==> config.mk <==
export PLATFORM = sky130hd
export DESIGN_NAME = vmbm_lookup
export DESIGN_NICKNAME = d
export VERILOG_FILES = /design/src/vmbm_pkg.sv /design/src/vmbm_lookup.sv
export SDC_FILE = /design/constraint.sdc
export NUM_CORES = 1
export LEC_CHECK = 0
export BUFFER_PORTS_ARGS = -buffer_cell sky130_fd_sc_hd__buf_4
export CAP_MARGIN = 25
export CORE_AREA = 4 4 279 281
export DETAILED_ROUTE_END_ITERATION = 7
export DIE_AREA = 0 0 283 285
export GPL_ROUTABILITY_DRIVEN = 0
export PLACE_DENSITY = 0.3
export SLEW_MARGIN = 20
export SYNTH_ARGS = -nofsm -noshare
export SYNTH_HDL_FRONTEND = slang
export SYNTH_SLANG_ARGS = --single-unit
==> constraint.sdc <==
create_clock -name vclk -period 10.03
set_input_delay 2.006 -clock vclk [all_inputs]
set_output_delay 2.006 -clock vclk [all_outputs]
set_load 0.1 [all_outputs]
==> src/vmbm_pkg.sv <==
// Package: types, constants and mask helpers for the video memory bank mapper.
`timescale 1ns / 1ps
`default_nettype none
package vmbm_pkg;
	localparam int NumBanks = 9;

	localparam logic [7:0] EnableBit = 8'h80;
	localparam logic [5:0] LcdcE = 6'h20;
	localparam logic [5:0] LcdcF = 6'h24;
	localparam logic [5:0] LcdcH = 6'h26;
	localparam logic [5:0] LcdcI = 6'h28;

	localparam logic OpWrite  = 1'b0;
	localparam logic OpLookup = 1'b1;

	localparam logic [3:0] RegLcdc  = 4'd0;
	localparam logic [3:0] RegAbg   = 4'd1;
	localparam logic [3:0] RegAobj  = 4'd2;
	localparam logic [3:0] RegBbg   = 4'd3;
	localparam logic [3:0] RegBobj  = 4'd4;
	localparam logic [3:0] RegArm7  = 4'd5;
	localparam logic [3:0] RegAbgPl = 4'd6;
	localparam logic [3:0] RegBbgPl = 4'd7;
	localparam logic [3:0] RegAobPl = 4'd8;
	localparam logic [3:0] RegBobPl = 4'd9;
	localparam logic [3:0] RegTex   = 4'd10;
	localparam logic [3:0] RegTexPl = 4'd11;

	typedef logic [NumBanks-1:0] bmask_t;

	typedef struct packed {
		logic       operation;
		logic [3:0] bank;
		logic [7:0] control;
		logic [3:0] region;
		logic [5:0] slot;
	} in_item_t;

	typedef struct packed {
		logic       error;
		logic       mapped;
		logic       conflict;
		logic [3:0] bank_id;
		logic [2:0] page;
		bmask_t     overlap_mask;
		logic [1:0] arm7_status;
	} out_item_t;

	// Full mapping state.
	typedef struct packed {
		logic [NumBanks-1:0][7:0] ctl;
		logic [NumBanks-1:0]      en;
		logic [31:0][8:0]         abg;
		logic [15:0][8:0]         aobj;
		logic [3:0][8:0]          bbg;
		logic [8:0]               bobj;
		logic [1:0][8:0]          arm7;
		logic [1:0][8:0]          abgpl;
		logic [8:0]               aobjpl;
		logic [3:0][8:0]          tex;
		logic [5:0][8:0]          texpl;
		logic [1:0]               spal;
		logic [1:0]               arm7b;
	} map_state_t;

	function automatic logic [2:0] mode_mask(input logic [3:0] b);
		case (b)
			4'd0, 4'd1, 4'd7, 4'd8: mode_mask = 3'd3;
			default:               mode_mask = 3'd7;
		endcase
	endfunction

	function automatic logic [2:0] page_mask(input logic [3:0] b);
		case (b)
			4'd0, 4'd1, 4'd2, 4'd3: page_mask = 3'd7;
			4'd4:                  page_mask = 3'd3;
			4'd7:                  page_mask = 3'd1;
			default:               page_mask = 3'd0;
		endcase
	endfunction
endpackage
`default_nettype wire

==> src/vmbm_lookup.sv <==
// Slot lookup: select the bank mask, count owners and form the page.
`timescale 1ns / 1ps
`default_nettype none
module vmbm_lookup
	import vmbm_pkg::*;
(
	input  var map_state_t cur,
	input  var logic [3:0] region,
	input  var logic [5:0] slot,
	output out_item_t      res
);
	logic [3:0] lb;
	logic       lb_ok;

	// Bank behind an lcdc slot.
	always_comb begin
		lb_ok = 1'b1;
		lb    = 4'd0;
		if (slot < LcdcE)      lb = {1'b0, slot[5:3]};
		else if (slot < LcdcF) lb = 4'd4;
		else if (slot < LcdcH) lb = 4'd5 + 4'(slot - LcdcF);
		else if (slot < LcdcI) lb = 4'd7;
		else if (slot == LcdcI) lb = 4'd8;
		else lb_ok = 1'b0;
	end

	always_comb begin
		bmask_t     m;
		logic       whole;
		logic [3:0] cnt;
		logic [3:0] id;
		m     = '0;
		whole = 1'b0;
		case (region)
			RegLcdc:
				if (lb_ok && cur.en[lb] && (cur.ctl[lb][2:0] & mode_mask(lb)) == 3'd0)
					m = bmask_t'(1) << lb;
			RegAbg:   if (slot < 6'd32) m = cur.abg[slot[4:0]];
			RegAobj:  if (slot < 6'd16) m = cur.aobj[slot[3:0]];
			RegBbg:   if (slot < 6'd8) m = cur.bbg[slot[2:1]];
			RegBobj:  if (slot < 6'd8) m = cur.bobj;
			RegArm7: begin
				if (slot < 6'd2) m = cur.arm7[slot[0]];
				whole = 1'b1;
			end
			RegAbgPl: if (slot < 6'd2) m = cur.abgpl[slot[0]];
			RegBbgPl: if (slot == 6'd0 && cur.spal[0]) m = bmask_t'(1) << 7;
			RegAobPl: if (slot == 6'd0) m = cur.aobjpl;
			RegBobPl: if (slot == 6'd0 && cur.spal[1]) m = bmask_t'(1) << 8;
			RegTex: begin
				if (slot < 6'd4) m = cur.tex[slot[1:0]];
				whole = 1'b1;
			end
			RegTexPl: if (slot < 6'd6) m = cur.texpl[slot[2:0]];
			default: m = '0;
		endcase
		cnt = 4'($countones(m));
		id  = 4'd0;
		for (int i = NumBanks - 1; i >= 0; i--)
			if (m[i]) id = 4'(i);
		res.error        = 1'b0;
		res.mapped       = (cnt == 4'd1);
		res.conflict     = (cnt >= 4'd2);
		res.bank_id      = (cnt == 4'd1) ? id : 4'd0;
		res.page         = (cnt == 4'd1 && !whole) ? (slot[2:0] & page_mask(id)) : 3'd0;
		res.overlap_mask = m;
		res.arm7_status  = cur.arm7b;
	end
endmodule
`default_nettype wire

==> results of run 1 <==
==> power by group <==
group / internal [mW] / switching (mW) / leakage (nW)
clock: 0 / 0 / 0
combinational: 0.338 / 0.267 / 5.93
sequential: 0 / 0 / 0
total: 0.338 / 0.267 / 5.93
==> repair_timing <==
item	in CTS	in global routing
gates resized for setup	5	20
setup endpoints to repair	2	5
setup buffers	0	4
pin swaps	0	7
hold buffers	0	0
gates cloned	0	1
==> final cells by class <==
type                            instances  area (um^2)
Tap cell                              978         1220
Timing Repair Buffer                  800         6210
Fill cell                            8454        62200
Multi-Input combinational cell        475         5770
Inverter                               17         71.3
==> cell families after synthesis <==
logic type                 count (synthesis)
muxes                                    185
other                                      1
and+or+nand+nor                          170
adders and majority gates                  9
AOI/OAI and AO/OA                        110
buffers and inverters                     82
==> per-stage QoR <==
| stage | total power, mW | instance area, um^2 | TNS [ps] |
|---|---|---|---|
| after floorplan | 0.261 | 6250 | -5620 |
| after global placement | 0.602 | 13100 | -165 |
| after detailed placement | 0.605 | 13100 | -200 |
| after CTS | 0.609 | 13100 | 0 |
| after global routing | 0.646 | 13300 | 0 |
| final | 0.606 | 13300 | 0 |
==> routing by layer <==
layer	vias up	track usage, %	part of all wire [%]
met1	4251	18.1	42
li1	3902	-	-
met2	425	26.0	51
met4	8	1.42	1.3
met5	-	0	0.083
met3	32	3.25	6.2
==> cell usage after synthesis (all sizes together), types with 5 or more instances <==
master / n / area (um^2)
o221ai: 6 / 52.6
nor3b: 6 / 45.0
o22ai: 22 / 138
nor4b: 8 / 88.8
nor4: 6 / 37.5
nor2: 25 / 101
and3: 10 / 66.3
nor2b: 10 / 62.6
nand4: 11 / 75.1
and4: 8 / 70.1
a211oi: 9 / 72.6
a21oi: 14 / 70.1
a22o: 6 / 53.8
mux4: 131 / 3050
a221oi: 6 / 52.6
a31oi: 5 / 31.3
mux2i: 38 / 380
nand2: 34 / 130
clkbuf: 24 / 90.1
inv: 16 / 60.1
buf: 39 / 350
fa: 5 / 100
and2: 5 / 32.5
a22oi: 12 / 95.1
nand3: 16 / 85.1
mux2: 16 / 180
nand2b: 5 / 31.3
nor3: 8 / 51.3
==> worst max path at each step <==
| stage | start | endpoint | slack, ps | cells after the start |
|---|---|---|---|---|
| global placement | slot[0] | res[11] | -160 | 22 |
| global route | slot[0] | res[11] | 4 | 23 |
| CTS | slot[0] | res[11] | 10 | 23 |
| detailed placement | slot[0] | res[11] | -200 | 22 |
| finish | slot[0] | res[11] | 200 | 24 |
| floorplan | slot[0] | res[17] | -1050 | 25 |
==> impl_metrics.toml, run 1 <==
[die]
core-area_um2 = 75400
io_pins = 728
initial_utilization_pct = 8.12
rows = 101
fp.dieH_um = 285
fp.dieW_um = 283
die_area_um2 = 80700

[finish]
mostFrequentLayoutCells = "buf_4 (782), mux4_2 (106), mux2i_1 (37)"
final_common_cell = "buf_4"
n_antenna_cell = 0
final_cells = 2270
clock_buffers = 0
drive_above_1_share_pct = 75.5
register_area_um2 = 0
nets = 2010
fin_util_pct = 17.6
area.growth.synth_to_final_pct = 117
design.seq.count = 0

[global_route]
antenna_found_initial = 6
grt-ovfl-total = 0
grt_usage_pct = 14.4
grt_max_degree = 46
grt_pass1_vias = 9721
grt_pass1_wl_mm = 81.8

[sta]
hold_violations = 0
finalCritPeriodShare_pct = 98.0
setup_violations = 0
final.min_clock_period_ps = 9830
holdWs_ps = 4010
max_clock_freq_mhz = 102
relSlewSlack_pct = 48.8
drv_slew = 0
rsz0062_at_grt = "false"
worst_slew_pin_slew_ps = 758
worst_slack_ps = 202

[routing]
first_iter_violations = 278
vias = 8618
wl_per_cell_um = 27.5
via_per_inst = 3.80
firstDrtPassIters = 4
wl_mm = 62.4
drcViolationCount = 0
ant_nets = 0

[min_path]
min_path_cells = 0
hold_path.class = "in2out"
min_to = "res[1]"
holdCritStartpoint = "cur[1]"

[setup_path]
cp_slowest_cell = "or4_4"
cpLargestDelayFamily = "adder cells"
crit_arrival_ps = 7820
endpoint_kind = "output port"
max_stage_delay_ps = 540
crit_path_frequent_cell = "fa_1"
crit_path_start_kind = "input port"
worst-path-max-fanout = 14
cp_data_required_time_ps = 8020
cp_cell_sequence = "buf_16 > buf_12 > mux4_2 > a22o_1 > a221oi_2 > buf_4 > o22ai_1 > or4_4 > buf_6 > fa_1 > fa_1 > inv_1 > fa_1 > inv_2 > fa_2 > fa_2 > o21a_1 > or3_4 > nor2_4 > nand2_2 > buf_4 > a31oi_2 > a21o_4 > buf_12"
crit_buf_inv = 8
worstSetupPathType = "in2out"

[yosys]
synthSimpleGateAreaFrac_pct = 16.8
synth_cell_types = 80
synthMuxAreaShare_pct = 58.9
synth_fa_ha_area_share_pct = 2.45
yosys_warnings = 0
synth_nets = 1273
synthCells = 557
ys_seq_area_share_pct = 0
synth_compound_area_share_pct = 13.3
synth_top_family_by_area = "multiplexers"
syn_area_per_cell_um2 = 11.0
syn_area_um2 = 6130
synth_xor_area_share_pct = 0

[power_and_ir_drop]
p_leak_nw = 5.93
ir_drop_uv = 25.0
pwr_density_cell_nw_per_um2 = 45.6

[run]
drv_cap = 0

[run_status]
status = "finished clean"

[place]
io_buffers = 674
place_ws_ps = -196
dpl.hpwl_mm = 55.8
dpl.cell_count = 2265
No activity file was read; power rests on OpenSTA's default activity.
==> run 2, diff against run 1 <==
Settings changed: CELL_PAD_IN_SITES_DETAIL_PLACEMENT set to 0, CELL_PAD_IN_SITES_GLOBAL_PLACEMENT set to 1, CORE_AREA 4 4 279 281 to 4 4 280 282, DIE_AREA 0 0 283 285 to 0 0 284 286, GPL_ROUTABILITY_DRIVEN 0 to unset, PLACE_DENSITY 0.3 to 0.36.
==> impl_metrics.toml, run 2 (same netlist as run 1, synthesis figures left out) <==
[routing]
wl_mm = 62.0
first_iter_violations = 303
drcViolationCount = 0
ant_nets = 0
wl_per_cell_um = 27.3
via_per_inst = 3.73
vias = 8473
firstDrtPassIters = 4

[place]
dpl_cell_area_um2 = 13000
routabilityCongestion = 0.854
dpl.hpwl_mm = 56.1
place_ws_ps = -122
io_buffers = 674

[finish]
clock_buffers = 0
mostFrequentLayoutCells = "buf_4 (785), mux4_2 (105), mux2i_1 (37)"
drive_above_1_share_pct = 75.4
register_area_um2 = 0
fillCellCount = 8485
n_antenna_cell = 0
design.seq.count = 0
area.growth.synth_to_final_pct = 116
nets = 2009
stdcell_area_um2 = 13200
multi_input_area_um2 = 5760
final_common_cell = "buf_4"

[sta]
relSlewSlack_pct = 47.1
setup_violations = 0
rsz0062_at_grt = "false"
worst_slack_ps = 248
drv_slew = 0
worst_slew_pin_slew_ps = 782
hold_violations = 0
holdWs_ps = 4010
final.min_clock_period_ps = 9780
max_clock_freq_mhz = 102
finalCritPeriodShare_pct = 97.5

[global_route]
top_usage_layer = "met2"
grt_use_met3_pct = 2.33
grt-ovfl-total = 0
grt_pass1_vias = 9663
antenna_found_initial = 5
grtUsageMet2_pct = 26.3
grt_pass1_wl_mm = 80.6
gr-usage-met1_pct = 17.8
grt_max_degree = 38
grt_usage_pct = 14.2

[die]
initial_utilization_pct = 8.09
fp.dieW_um = 284
core-area_um2 = 75700
fp.dieH_um = 286
die_area_um2 = 81200
io_pins = 728
rows = 101

[power_and_ir_drop]
total_power_mw = 0.593
ir_drop_uv = 19.0
p_leak_nw = 5.92
pwr_density_cell_nw_per_um2 = 44.8

[setup_path]
crit_path_start_kind = "input port"
cp_data_required_time_ps = 8020
crit_arrival_ps = 7780
worstSetupPathType = "in2out"
endpoint_kind = "output port"
worst-path-max-fanout = 14

[min_path]
min_to = "res[0]"
min_path_cells = 0
hold_path.class = "in2out"
holdCritStartpoint = "cur[0]"

[run_status]
status = "finished clean"

[run]
drv_cap = 0

[clocking]
cts_hold_buf = 0
==> run 2: worst max-delay path: stages <==
cell and delay [ps]:
buf_16 170, mux4_2 540, a22o_1 250, a221oi_2 190
o22ai_1 140, or4_1 560, buf_4 200, fa_1 470
fa_1 490, inv_1 50, fa_1 490, inv_2 40
fa_2 390, fa_2 340, o21a_1 200, or3_4 400
nor2_2 140, nand2_1 100, a211oi_2 240, a21o_4 170
buf_12 170
==> run 2: worst max-delay path by stage <==
stage / startpoint / to / slack [ps]
final: slot[0] / res[11] / 250
after floorplan: slot[0] / res[17] / -1050
after detailed placement: slot[0] / res[11] / -120
after CTS: slot[0] / res[11] / 4
after global routing: slot[0] / res[11] / 9
after global placement: slot[0] / res[11] / -130
==> run 2: per-layer routing <==
metal  up-vias  part of all wire [%]
met5         -                 0.013
met4         2                   1.3
met3        24                   5.2
met2       384                    52
met1      4161                    42
li1       3902                     -
==> run 2: power breakdown <==
| group | internal (mW) | leakage (nW) | switching [mW] |
|---|---|---|---|
| clock network | 0 | 0 | 0 |
| logic | 0.335 | 5.92 | 0.258 |
| registers | 0 | 0 | 0 |
| total | 0.335 | 5.92 | 0.258 |
==> run 2: cell type report <==
| class | count | area share (%) |
|---|---|---|
| timing repair buffer | 799 | 46.7 |
| multi-input combinational | 475 | 43.6 |
| tap | 978 | 9.25 |
| inverter | 17 | 0.539 |
==> run 2: stage by stage <==
stage | utilization [%] | TNS [ps] | std cells
finish | 17.5 | 0 | 2269
floorplan | - | -5620 | 557
global placement | 17.2 | -132 | 2256
detailed placement | 17.2 | -122 | 2256
global route | 17.5 | 0 | 2269
CTS | 17.2 | 0 | 2256
==> run 2: timing repair <==
item                                    in CTS  in global routing
endpoints found under the setup margin       1                  5
endpoints found under the hold margin        0                  0
buffers inserted                             0                 13
resized for setup                            2                 14
